==> src/hdl/ppd_pkg.sv <==
// Shared types and constants for the PPM P6 stream decoder.
package ppd_pkg;

  // Default limits
  localparam int unsigned MAX_DIM_DEF    = 4096;
  localparam int unsigned MAX_DIGITS_DEF = 10;

  // Fixed field widths
  localparam int unsigned BYTE_W = 8;
  localparam int unsigned ARGB_W = 32;
  localparam int unsigned DIM_W  = 13;

  // Result kinds
  typedef enum logic [1:0] {
    KIND_PIXEL  = 2'd0,
    KIND_HEADER = 2'd1,
    KIND_ERROR  = 2'd2
  } kind_e;

  // Error codes
  typedef enum logic [1:0] {
    ERR_MAGIC  = 2'd0,
    ERR_SEP    = 2'd1,
    ERR_NUMBER = 2'd2,
    ERR_SIZE   = 2'd3
  } err_e;

  // One input request
  typedef struct packed {
    logic [BYTE_W-1:0] in_byte;
    logic              start_of_file;
  } item_t;

  // One result
  typedef struct packed {
    kind_e             kind;
    logic [ARGB_W-1:0] pixel_argb;
    logic [DIM_W-1:0]  image_width;
    logic [DIM_W-1:0]  image_height;
    err_e              error_code;
    logic              last_pixel;
  } res_t;

endpackage

==> src/hdl/ppd_if.sv <==
// Stream channel interfaces for file bytes and decoded results.
interface ppd_in_if;
  logic                       valid;
  logic                       ready;
  logic [ppd_pkg::BYTE_W-1:0] in_byte;
  logic                       start_of_file;

  modport source (output valid, output in_byte, output start_of_file, input ready);
  modport sink   (input valid, input in_byte, input start_of_file, output ready);
endinterface

interface ppd_out_if;
  logic                       valid;
  logic                       ready;
  logic [1:0]                 kind;
  logic [ppd_pkg::ARGB_W-1:0] pixel_argb;
  logic [ppd_pkg::DIM_W-1:0]  image_width;
  logic [ppd_pkg::DIM_W-1:0]  image_height;
  logic [1:0]                 error_code;
  logic                       last_pixel;

  modport source (output valid, output kind, output pixel_argb, output image_width,
                  output image_height, output error_code, output last_pixel,
                  input ready);
  modport sink   (input valid, input kind, input pixel_argb, input image_width,
                  input image_height, input error_code, input last_pixel,
                  output ready);
endinterface

==> src/hdl/ppm_p6_stream_decoder.sv <==
// Top level of the PPM P6 stream decoder.
//
//   channel | dir | payload                                    | handshake
//   in_i    | in  | in_byte, start_of_file                     | valid/ready
//   out_o   | out | kind, pixel_argb, image_width, image_height,| valid/ready
//           |     | error_code, last_pixel                     |
//
// One byte is taken per cycle unless a result held in the output register is not
// taken; a byte's result, if it gives one, passes the input register and the
// parse step into the result register, where it is offered until it is taken.
// The parse step between the two registers is combinational.
// Reset clears the parse state to wait for the magic 'P' and empties both stages.
// A result held in the output register stalls the parse step only when it
// is not taken; ready on the input follows the output side in the same cycle.
module ppm_p6_stream_decoder #(
  parameter int unsigned MAX_DIM    = ppd_pkg::MAX_DIM_DEF,
  parameter int unsigned MAX_DIGITS = ppd_pkg::MAX_DIGITS_DEF
) (
  input  logic      clk_i,
  input  logic      rst_ni,
  ppd_in_if.sink    in_i,
  ppd_out_if.source out_o
);

  ppd_pkg::item_t in_item, item;
  ppd_pkg::res_t  res, out_res;
  logic           item_vld, advance, res_vld, out_vld;

  assign in_item.in_byte       = in_i.in_byte;
  assign in_item.start_of_file = in_i.start_of_file;

  // Step the parser when a byte is held and the result slot is free or being taken
  assign advance = item_vld && (!out_vld || out_o.ready);

  ppd_in_stage u_in (
    .clk_i        (clk_i),
    .rst_ni       (rst_ni),
    .in_valid_i   (in_i.valid),
    .in_ready_o   (in_i.ready),
    .in_item_i    (in_item),
    .advance_i    (advance),
    .item_valid_o (item_vld),
    .item_o       (item)
  );

  ppd_parser #(
    .MAX_DIM    (MAX_DIM),
    .MAX_DIGITS (MAX_DIGITS)
  ) u_parser (
    .clk_i       (clk_i),
    .rst_ni      (rst_ni),
    .advance_i   (advance),
    .item_i      (item),
    .res_valid_o (res_vld),
    .res_o       (res)
  );

  ppd_out_stage u_out (
    .clk_i       (clk_i),
    .rst_ni      (rst_ni),
    .load_i      (res_vld),
    .res_i       (res),
    .out_ready_i (out_o.ready),
    .out_valid_o (out_vld),
    .res_o       (out_res)
  );

  assign out_o.valid        = out_vld;
  assign out_o.kind         = out_res.kind;
  assign out_o.pixel_argb   = out_res.pixel_argb;
  assign out_o.image_width  = out_res.image_width;
  assign out_o.image_height = out_res.image_height;
  assign out_o.error_code   = out_res.error_code;
  assign out_o.last_pixel   = out_res.last_pixel;

endmodule

==> src/hdl/ppd_in_stage.sv <==
// Input register stage holding one file byte request.
module ppd_in_stage (
  input  logic            clk_i,
  input  logic            rst_ni,
  input  logic            in_valid_i,
  output logic            in_ready_o,
  input  ppd_pkg::item_t  in_item_i,
  input  logic            advance_i,
  output logic            item_valid_o,
  output ppd_pkg::item_t  item_o
);

  logic           vld_q;
  ppd_pkg::item_t item_q;

  // Take a new request when empty or when the held one moves on
  assign in_ready_o   = !vld_q || advance_i;
  assign item_valid_o = vld_q;
  assign item_o       = item_q;

  always_ff @(posedge clk_i or negedge rst_ni) begin
    if (!rst_ni) begin
      vld_q <= 1'b0;
    end else if (in_ready_o) begin
      vld_q <= in_valid_i;
    end
  end

  // Capture payload on accept
  always_ff @(posedge clk_i) begin
    if (in_valid_i && in_ready_o) begin
      item_q <= in_item_i;
    end
  end

endmodule

==> src/hdl/ppd_parser.sv <==
// Header parser and pixel packer: parse state plus one step of next-state logic.
module ppd_parser #(
  parameter int unsigned MAX_DIM    = ppd_pkg::MAX_DIM_DEF,
  parameter int unsigned MAX_DIGITS = ppd_pkg::MAX_DIGITS_DEF
) (
  input  logic           clk_i,
  input  logic           rst_ni,
  input  logic           advance_i,
  input  ppd_pkg::item_t item_i,
  output logic           res_valid_o,
  output ppd_pkg::res_t  res_o
);

  localparam int unsigned AccW  = $clog2(MAX_DIM + 2);
  localparam int unsigned ProdW = AccW + 4;
  localparam int unsigned CntW  = $clog2(MAX_DIGITS + 2);
  localparam int unsigned PixW  = 2 * AccW;

  localparam logic [7:0] CharP  = 8'h50;
  localparam logic [7:0] Char6  = 8'h36;
  localparam logic [7:0] Alpha  = 8'hff;

  typedef enum logic [3:0] {
    PH_MAGIC_P, PH_MAGIC_6, PH_SEP_MAGIC, PH_SKIP_WS,
    PH_WIDTH, PH_HEIGHT, PH_MAXVAL, PH_PIXELS, PH_HALT
  } phase_e;

  phase_e          phase_q, phase_d;
  logic [AccW-1:0] acc_q, acc_d;
  logic            over_q, over_d;
  logic [CntW-1:0] cnt_q, cnt_d;
  logic [AccW-1:0] w_q, w_d;
  logic [AccW-1:0] h_q, h_d;
  logic [1:0]      ch_q, ch_d;
  logic [15:0]     rg_q, rg_d;
  logic [PixW-1:0] left_q, left_d;

  logic            res_vld;
  ppd_pkg::res_t   res;

  phase_e          ph, num_ph;
  logic            num_en;
  logic [7:0]      b;
  logic            is_ws, is_dig;
  logic [ProdW-1:0] prod;
  logic [CntW-1:0]  cnt_n;

  assign b      = item_i.in_byte;
  assign is_ws  = (b == 8'h20) || (b == 8'h09) || (b == 8'h0a) || (b == 8'h0d);
  assign is_dig = (b >= 8'h30) && (b <= 8'h39);

  // Next state and result for the held byte
  always_comb begin
    phase_d = phase_q;
    acc_d   = acc_q;
    over_d  = over_q;
    cnt_d   = cnt_q;
    w_d     = w_q;
    h_d     = h_q;
    ch_d    = ch_q;
    rg_d    = rg_q;
    left_d  = left_q;
    res_vld = 1'b0;
    res     = '{kind: ppd_pkg::KIND_PIXEL, pixel_argb: '0, image_width: '0,
                image_height: '0, error_code: ppd_pkg::ERR_MAGIC, last_pixel: 1'b0};
    num_en  = 1'b0;
    num_ph  = phase_q;
    prod    = '0;
    cnt_n   = '0;

    // Restart on a file start
    ph = phase_q;
    if (item_i.start_of_file) begin
      ph     = PH_MAGIC_P;
      num_ph = PH_MAGIC_P;
      acc_d  = '0;
      over_d = 1'b0;
      cnt_d  = '0;
      w_d    = '0;
      h_d    = '0;
      ch_d   = '0;
      rg_d   = '0;
      left_d = '0;
    end

    case (ph)
      PH_MAGIC_P: begin
        if (b != CharP) begin
          res_vld = 1'b1;
          res.kind = ppd_pkg::KIND_ERROR;
          res.error_code = ppd_pkg::ERR_MAGIC;
          phase_d = PH_HALT;
        end else begin
          phase_d = PH_MAGIC_6;
        end
      end
      PH_MAGIC_6: begin
        if (b != Char6) begin
          res_vld = 1'b1;
          res.kind = ppd_pkg::KIND_ERROR;
          res.error_code = ppd_pkg::ERR_MAGIC;
          phase_d = PH_HALT;
        end else begin
          phase_d = PH_SEP_MAGIC;
        end
      end
      PH_SEP_MAGIC: begin
        if (!is_ws) begin
          res_vld = 1'b1;
          res.kind = ppd_pkg::KIND_ERROR;
          res.error_code = ppd_pkg::ERR_SEP;
          phase_d = PH_HALT;
        end else begin
          phase_d = PH_SKIP_WS;
        end
      end
      PH_SKIP_WS: begin
        // First non-blank byte opens the width
        if (!is_ws) begin
          num_en = 1'b1;
          num_ph = PH_WIDTH;
          acc_d  = '0;
          over_d = 1'b0;
          cnt_d  = '0;
        end
      end
      PH_WIDTH, PH_HEIGHT, PH_MAXVAL: begin
        num_en = 1'b1;
        num_ph = ph;
      end
      PH_PIXELS: begin
        case (ch_q)
          2'd0: begin
            rg_d = {b, 8'h00};
            ch_d = 2'd1;
          end
          2'd1: begin
            rg_d = {rg_q[15:8], b};
            ch_d = 2'd2;
          end
          default: begin
            // Blue byte closes the pixel
            ch_d   = 2'd0;
            left_d = left_q - PixW'(1);
            res_vld = 1'b1;
            res.kind = ppd_pkg::KIND_PIXEL;
            res.pixel_argb = {Alpha, rg_q, b};
            res.image_width = ppd_pkg::DIM_W'(w_q);
            res.image_height = ppd_pkg::DIM_W'(h_q);
            res.last_pixel = (left_q == PixW'(1));
            if (left_q == PixW'(1)) begin
              phase_d = PH_HALT;
            end
          end
        endcase
      end
      default: begin
        // Halted: drop bytes until a file start
      end
    endcase

    // Decimal number field
    if (num_en) begin
      phase_d = num_ph;
      if (is_dig) begin
        cnt_n = cnt_d + CntW'(1);
        cnt_d = cnt_n;
        if (cnt_n > CntW'(MAX_DIGITS)) begin
          res_vld = 1'b1;
          res.kind = ppd_pkg::KIND_ERROR;
          res.error_code = ppd_pkg::ERR_NUMBER;
          phase_d = PH_HALT;
        end else if (!over_d) begin
          prod = ({4'b0, acc_d} << 3) + ({4'b0, acc_d} << 1) + ProdW'(b[3:0]);
          if (prod > ProdW'(MAX_DIM)) begin
            over_d = 1'b1;
            acc_d  = AccW'(MAX_DIM + 1);
          end else begin
            acc_d  = AccW'(prod);
          end
        end
      end else if (cnt_d == '0) begin
        res_vld = 1'b1;
        res.kind = ppd_pkg::KIND_ERROR;
        res.error_code = ppd_pkg::ERR_NUMBER;
        phase_d = PH_HALT;
      end else if (!is_ws) begin
        res_vld = 1'b1;
        res.kind = ppd_pkg::KIND_ERROR;
        res.error_code = ppd_pkg::ERR_SEP;
        phase_d = PH_HALT;
      end else if ((num_ph == PH_WIDTH || num_ph == PH_HEIGHT) && over_d) begin
        res_vld = 1'b1;
        res.kind = ppd_pkg::KIND_ERROR;
        res.error_code = ppd_pkg::ERR_SIZE;
        phase_d = PH_HALT;
      end else begin
        acc_d  = '0;
        over_d = 1'b0;
        cnt_d  = '0;
        if (num_ph == PH_WIDTH) begin
          w_d     = acc_q;
          phase_d = PH_HEIGHT;
        end else if (num_ph == PH_HEIGHT) begin
          h_d     = acc_q;
          phase_d = PH_MAXVAL;
        end else begin
          // Header done: report size and arm the pixel count
          left_d  = PixW'(w_q) * PixW'(h_q);
          ch_d    = '0;
          rg_d    = '0;
          phase_d = (w_q == '0 || h_q == '0) ? PH_HALT : PH_PIXELS;
          res_vld = 1'b1;
          res.kind = ppd_pkg::KIND_HEADER;
          res.image_width = ppd_pkg::DIM_W'(w_q);
          res.image_height = ppd_pkg::DIM_W'(h_q);
        end
      end
    end
  end

  assign res_valid_o = advance_i && res_vld;
  assign res_o       = res;

  // Hold parse state; advance once per request
  always_ff @(posedge clk_i or negedge rst_ni) begin
    if (!rst_ni) begin
      phase_q <= PH_MAGIC_P;
      acc_q   <= '0;
      over_q  <= 1'b0;
      cnt_q   <= '0;
      w_q     <= '0;
      h_q     <= '0;
      ch_q    <= '0;
      rg_q    <= '0;
      left_q  <= '0;
    end else if (advance_i) begin
      phase_q <= phase_d;
      acc_q   <= acc_d;
      over_q  <= over_d;
      cnt_q   <= cnt_d;
      w_q     <= w_d;
      h_q     <= h_d;
      ch_q    <= ch_d;
      rg_q    <= rg_d;
      left_q  <= left_d;
    end
  end

endmodule

==> src/hdl/ppd_out_stage.sv <==
// Result register that holds one decoded result until it is taken.
module ppd_out_stage (
  input  logic           clk_i,
  input  logic           rst_ni,
  input  logic           load_i,
  input  ppd_pkg::res_t  res_i,
  input  logic           out_ready_i,
  output logic           out_valid_o,
  output ppd_pkg::res_t  res_o
);

  logic          vld_q;
  ppd_pkg::res_t res_q;

  assign out_valid_o = vld_q;
  assign res_o       = res_q;

  // Set on load, clear once taken
  always_ff @(posedge clk_i or negedge rst_ni) begin
    if (!rst_ni) begin
      vld_q <= 1'b0;
    end else if (load_i) begin
      vld_q <= 1'b1;
    end else if (out_ready_i) begin
      vld_q <= 1'b0;
    end
  end

  always_ff @(posedge clk_i) begin
    if (load_i) begin
      res_q <= res_i;
    end
  end

endmodule

==> src/flat_wrapper.sv <==
// flat-port wrapper written by rule: the top's interface ports become plain ports
module ppm_p6_stream_decoder_flat 
#(
  parameter int unsigned MAX_DIM    = ppd_pkg::MAX_DIM_DEF,
  parameter int unsigned MAX_DIGITS = ppd_pkg::MAX_DIGITS_DEF
)
  (clk_i, rst_ni, in_i_valid, in_i_in_byte, in_i_start_of_file, in_i_ready, out_o_valid, out_o_kind, out_o_pixel_argb, out_o_image_width, out_o_image_height, out_o_error_code, out_o_last_pixel, out_o_ready);
  ppd_in_if in_i_i ();
  ppd_out_if out_o_i ();
  input  logic clk_i;
  input  logic rst_ni;
  input wire logic [$bits(in_i_i.valid)-1:0] in_i_valid;
  input wire logic [$bits(in_i_i.in_byte)-1:0] in_i_in_byte;
  input wire logic [$bits(in_i_i.start_of_file)-1:0] in_i_start_of_file;
  output wire logic [$bits(in_i_i.ready)-1:0] in_i_ready;
  output wire logic [$bits(out_o_i.valid)-1:0] out_o_valid;
  output wire logic [$bits(out_o_i.kind)-1:0] out_o_kind;
  output wire logic [$bits(out_o_i.pixel_argb)-1:0] out_o_pixel_argb;
  output wire logic [$bits(out_o_i.image_width)-1:0] out_o_image_width;
  output wire logic [$bits(out_o_i.image_height)-1:0] out_o_image_height;
  output wire logic [$bits(out_o_i.error_code)-1:0] out_o_error_code;
  output wire logic [$bits(out_o_i.last_pixel)-1:0] out_o_last_pixel;
  input wire logic [$bits(out_o_i.ready)-1:0] out_o_ready;
  assign in_i_i.valid = in_i_valid;
  assign in_i_i.in_byte = in_i_in_byte;
  assign in_i_i.start_of_file = in_i_start_of_file;
  assign in_i_ready = in_i_i.ready;
  assign out_o_valid = out_o_i.valid;
  assign out_o_kind = out_o_i.kind;
  assign out_o_pixel_argb = out_o_i.pixel_argb;
  assign out_o_image_width = out_o_i.image_width;
  assign out_o_image_height = out_o_i.image_height;
  assign out_o_error_code = out_o_i.error_code;
  assign out_o_last_pixel = out_o_i.last_pixel;
  assign out_o_i.ready = out_o_ready;
  ppm_p6_stream_decoder #(.MAX_DIM(MAX_DIM), .MAX_DIGITS(MAX_DIGITS)) u_core (.clk_i(clk_i), .rst_ni(rst_ni), .in_i(in_i_i), .out_o(out_o_i));
endmodule
==> config.mk <==
export PLATFORM = sky130hd
export DESIGN_NAME = ppm_p6_stream_decoder_flat
export DESIGN_NICKNAME = d
export VERILOG_FILES = /design/src/hdl/ppd_pkg.sv /design/src/hdl/ppd_if.sv /design/src/hdl/ppm_p6_stream_decoder.sv /design/src/hdl/ppd_in_stage.sv /design/src/hdl/ppd_parser.sv /design/src/hdl/ppd_out_stage.sv /design/src/flat_wrapper.sv
export SDC_FILE = /design/constraint.sdc
export NUM_CORES = 1
export LEC_CHECK = 0
export BUFFER_PORTS_ARGS = -buffer_cell sky130_fd_sc_hd__buf_2
export CORE_AREA = 2 2 186 188
export CTS_CLUSTER_DIAMETER = 100
export CTS_CLUSTER_SIZE = 12
export DETAILED_ROUTE_END_ITERATION = 12
export DIE_AREA = 0 0 188 190
export GPL_TIMING_DRIVEN = 0
export PLACE_DENSITY = 0.58
export SLEW_MARGIN = 30
export SYNTH_ARGS = -nofsm -noshare
export SYNTH_HDL_FRONTEND = slang
export SYNTH_SLANG_ARGS = --single-unit
==> constraint.sdc <==
create_clock -name clk_i -period 5.25 [get_ports clk_i]
set_input_delay 0.525 -clock clk_i [delete_from_list [all_inputs] [get_ports clk_i]]
set_output_delay 0.525 -clock clk_i [all_outputs]
set_load 0.005 [all_outputs]
==> impl_metrics.py <==
metrics = {
    "worst_setup_path": {
        "cp_max_fo": 5,
        "critical_path_class": "reg2reg",
        "path_cells": "clkbuf_16, buf_12, and2_1, fa_1, fa_1, fa_1, fa_1, inv_1, fa_1, inv_1, ha_4, and3_4, and2_4, a311oi_4, a211oi_2, or3_1, a31oi_1, xnor2_1, a21o_1",
        "critical_path_arrival_ns": 5.81,
        "critPathMostFrequentCell": "fa_1",
        "r2r-start": "u_core.u_parser.w_q[3]",
        "rrSetupSlack_ns": -0.22,
        "cpMaxStageDelayCell": "fa_1",
        "crit_path_start": "u_core.u_parser.w_q[3]",
        "slowest_delay_ns": 0.56,
        "cp-start-kind": "flop",
        "timing.rr.end": "u_core.u_parser.left_q[24]",
        "critPathCaptureType": "flop",
        "worst_r2r_path_depth": 19,
        "required_ns": 5.59,
    },
    "place": {
        "io_buffers": 77,
        "place_area_um2": 15100,
        "pre_cts_slack_ns": -0.985,
        "place_hpwl_um": 29200,
        "gp_congestion": 0.905,
    },
    "power": {
        "internal_power_mw": 2.20,
        "power_frac_comb_pct": 12.0,
        "ir_worst_vdd_uv": 224,
        "p_total_mw": 3.06,
        "leakagePower_nw": 7.90,
        "p_switching_mw": 0.856,
        "switching_share_pct": 28.0,
        "pwr-share-clk_pct": 41.7,
        "seqPwrFrac_pct": 46.3,
        "powerDensity_nw_per_um2": 181,
    },
    "drt": {
        "antenna_left": 0,
        "drt_first_pass_iters": 5,
        "routed_wl_um": 41100,
        "routedWlPerCell_um": 19.5,
        "viasPerCell": 5.51,
        "drc": 0,
        "drt_iter0_drc": 788,
        "vias": 11624,
    },
    "final_layout": {
        "n_antenna_cell": 0,
        "fillers": 3143,
        "drive_above_1_share_pct": 20.2,
        "mostFrequentLayoutCell": "inv_1",
        "final_cell_mix": "inv_1, nand2_1, and2_1, fa_1, ha_1",
        "area_growth_pct": 20.5,
        "fin_area_um2": 16800,
        "final_nets": 1879,
    },
    "timing": {
        "tightestPinTransition_ns": 0.902,
        "fmax_ghz": 0.183,
        "rsz0062_at_grt": "yes",
        "relSlewSlack_pct": 39.5,
        "fin_skew_ns": 0.0149,
        "setup_ws_ns": -0.225,
        "timing_hold_violations_final": 0,
        "finalCritPeriodShare_pct": 104,
        "setup_viol": 8,
        "min_period_ns": 5.47,
        "report.final.slew_viol_count": 0,
    },
    "floorplanning": {
        "rows": 68,
        "core-area_um2": 33900,
        "io-pin-count": 78,
        "die_area_um2": 35700,
        "dieWidth_um": 188,
        "die_y_um": 190,
        "start_util_pct": 41.2,
    },
    "clocking": {
        "cts.root.buffer_cell": "clkbuf_16",
        "cts_hold_buf": 0,
        "cts_tree": "done",
        "cts_sinks": 159,
        "clockBufferDepth": 2,
        "h-tree-depth": 4,
        "insertion_delay_ns": 0.44,
        "clk_pin_slew_ns": 0.07,
        "cts-buffers-inserted": 17,
    },
    "grt": {
        "overflow": 0,
        "gr-usage-met1_pct": 31.6,
        "grt_start_max_net_pins": 49,
        "gr-usage-met3_pct": 3.87,
        "antenna_found_initial": 1,
        "grt_use_total_pct": 23.3,
        "grt_use_met2_pct": 38.0,
        "grt-busiest-layer": "met2",
        "grt_pass1_wl_um": 64300,
        "grt_pass1_vias": 11594,
    },
    "status": {
        "violations": "negative setup slack",
        "status": "finished with violations",
    },
    "logic_synthesis": {
        "ys_seq_area_share_pct": 30.8,
        "syn_nets": 1715,
        "yosysWarningCount": 0,
        "yosysUniqueCellTypes": 79,
        "ys_seq_elements": 159,
        "ys_async_sr_fraction_pct": 59.1,
        "netlist_area_um2": 14000,
        "synth_edf_count": 65,
        "synth_ff_type": "dfrtp_1",
        "avgSynthCellArea_um2": 9.46,
        "synth_cells": 1478,
    },
    "job": {
        "drv_cap": 0,
    },
    "worst_hold_path": {
        "hold_path.class": "in2async",
    },
}
area by class of cell:
type / instances / area (um2) / area share (%)
tap: 455 / 569 / 3.38
buffer: 68 / 544 / 3.23
sequential: 159 / 4340 / 25.7
inverter: 198 / 743 / 4.41
timing repair buffer: 142 / 951 / 5.64
clock inverter: 14 / 161 / 0.958
multi-input combinational: 1056 / 9100 / 54.0
clock buffer: 18 / 439 / 2.61
cells by family (layout without fill, tap and decap cells):
| group | after synthesis | in the layout | share of synthesized area, % |
|---|---|---|---|
| xor gates and xnor gates | 23 | 23 | 1.44 |
| muxes | 2 | 2 | 0.143 |
| AOI/OAI and AO/OA | 295 | 295 | 14.4 |
| buffers and inverters | 266 | 440 | 7.50 |
| and+or+nand+nor | 509 | 512 | 19.1 |
| DFF | 159 | 159 | 30.8 |
| adders and majority gates | 224 | 224 | 26.6 |
power groups by stage:
stage          clock network [mW]  logic (mW)  registers (mW)
3_5_place_dp                    0       0.331            1.44
3_3_place_gp                    0       0.323            1.44
5_1_grt                      1.34       0.396            1.42
6_report                     1.27       0.368            1.42
4_1_cts                      1.30       0.358            1.42
2_1_floorplan                   0       0.162            1.44
layer usage:
metal  wire length, um  part of all wire [%]  up-vias
li1                  -                     -     5347
met1             18200                    44     5852
met4              1040                   2.5        0
met3              2330                   5.7       63
met2             19500                    48      362
met5                 0                     0        -
per-stage QoR:
step	instances	setup TNS (ns)	hold slack, ns	util (%)
5_1_grt	2110	-2.70	0.0311	49.6
6_report	2110	-0.896	0.0182	49.6
4_1_cts	2086	-1.15	0.0198	48.3
2_1_floorplan	1478	-0.0312	0.229	-
3_5_place_dp	2011	-49.46	0.478	44.4
3_3_place_gp	2010	-69.97	0.476	44.3
worst max-delay path by stage:
stage / endpoint
final: u_core.u_parser.left_q[24]
after global routing: u_core.u_parser.left_q[24]
after CTS: u_core.u_parser.left_q[24]
after detailed placement: u_core.u_parser.left_q[24]
after global placement: u_core.u_out.res_o[18]
after floorplan: u_core.u_parser.left_q[24]
critical path: cells and delay by family, from the launching register on:
family / cells / cell delay, ns
fa+ha+maj: 6 / 2.74
simple gates: 4 / 0.84
compound gates: 4 / 0.81
flops: 1 / 0.45
buf+inv: 4 / 0.42
xor+xnor: 1 / 0.11
synthesized netlist by cell type (4+ instances only):
| library cell | instances | area [um2] |
|---|---|---|
| a21oi_1 | 59 | 295 |
| xnor2_1 | 16 | 140 |
| edfxtp_1 | 65 | 1950 |
| and3_1 | 7 | 43.8 |
| or2_2 | 6 | 37.5 |
| nor3_1 | 28 | 140 |
| clkbuf_1 | 49 | 184 |
| ha_1 | 101 | 1260 |
| and2_1 | 150 | 938 |
| buf_2 | 6 | 30.0 |
| fa_1 | 123 | 2460 |
| a22oi_1 | 8 | 60.1 |
| o22ai_1 | 4 | 25.0 |
| nor4_1 | 20 | 125 |
| o21ai_0 | 74 | 370 |
| a21o_1 | 15 | 113 |
| a22o_1 | 52 | 455 |
| o21a_1 | 7 | 52.6 |
| a21boi_0 | 4 | 30.0 |
| o211ai_1 | 8 | 60.1 |
| nand2b_1 | 11 | 68.8 |
| nor2b_1 | 6 | 37.5 |
| o41ai_1 | 7 | 61.3 |
| nor2_1 | 67 | 251 |
| nand3_1 | 23 | 115 |
| a211oi_1 | 6 | 45.0 |
| xor2_1 | 7 | 61.3 |
| or3_1 | 13 | 81.3 |
| dfrtp_1 | 94 | 2350 |
| o31ai_1 | 4 | 30.0 |
| buf_4 | 9 | 67.6 |
| nand4_1 | 6 | 37.5 |
| a31oi_1 | 7 | 43.8 |
| inv_1 | 198 | 743 |
| nand2_1 | 150 | 563 |
flip-flops by register name (all words and copies together) (netlist names), 2 cells and up:
register / cells
u_core.u_parser.w_q: 13
u_core.u_parser.ch_q: 2
u_core.u_parser.h_q: 13
u_core.u_parser.rg_q: 16
u_core.u_parser.cnt_q: 4
u_core.u_parser.left_q: 26
u_core.u_in.item_o: 9
u_core.u_parser.acc_q: 13
u_core.u_parser.phase_q: 4
u_core.u_out.res_o: 56
what timing repair did:
item | in CTS | in global routing
hold endpoints to repair | 0 | 0
cloned | 3 | 0
pin swaps | 30 | 38
endpoints found under the setup margin | 85 | 69
setup buffers | 40 | 25
resized for setup | 121 | 71
Note: power is estimated with default switching activity, not from simulation.
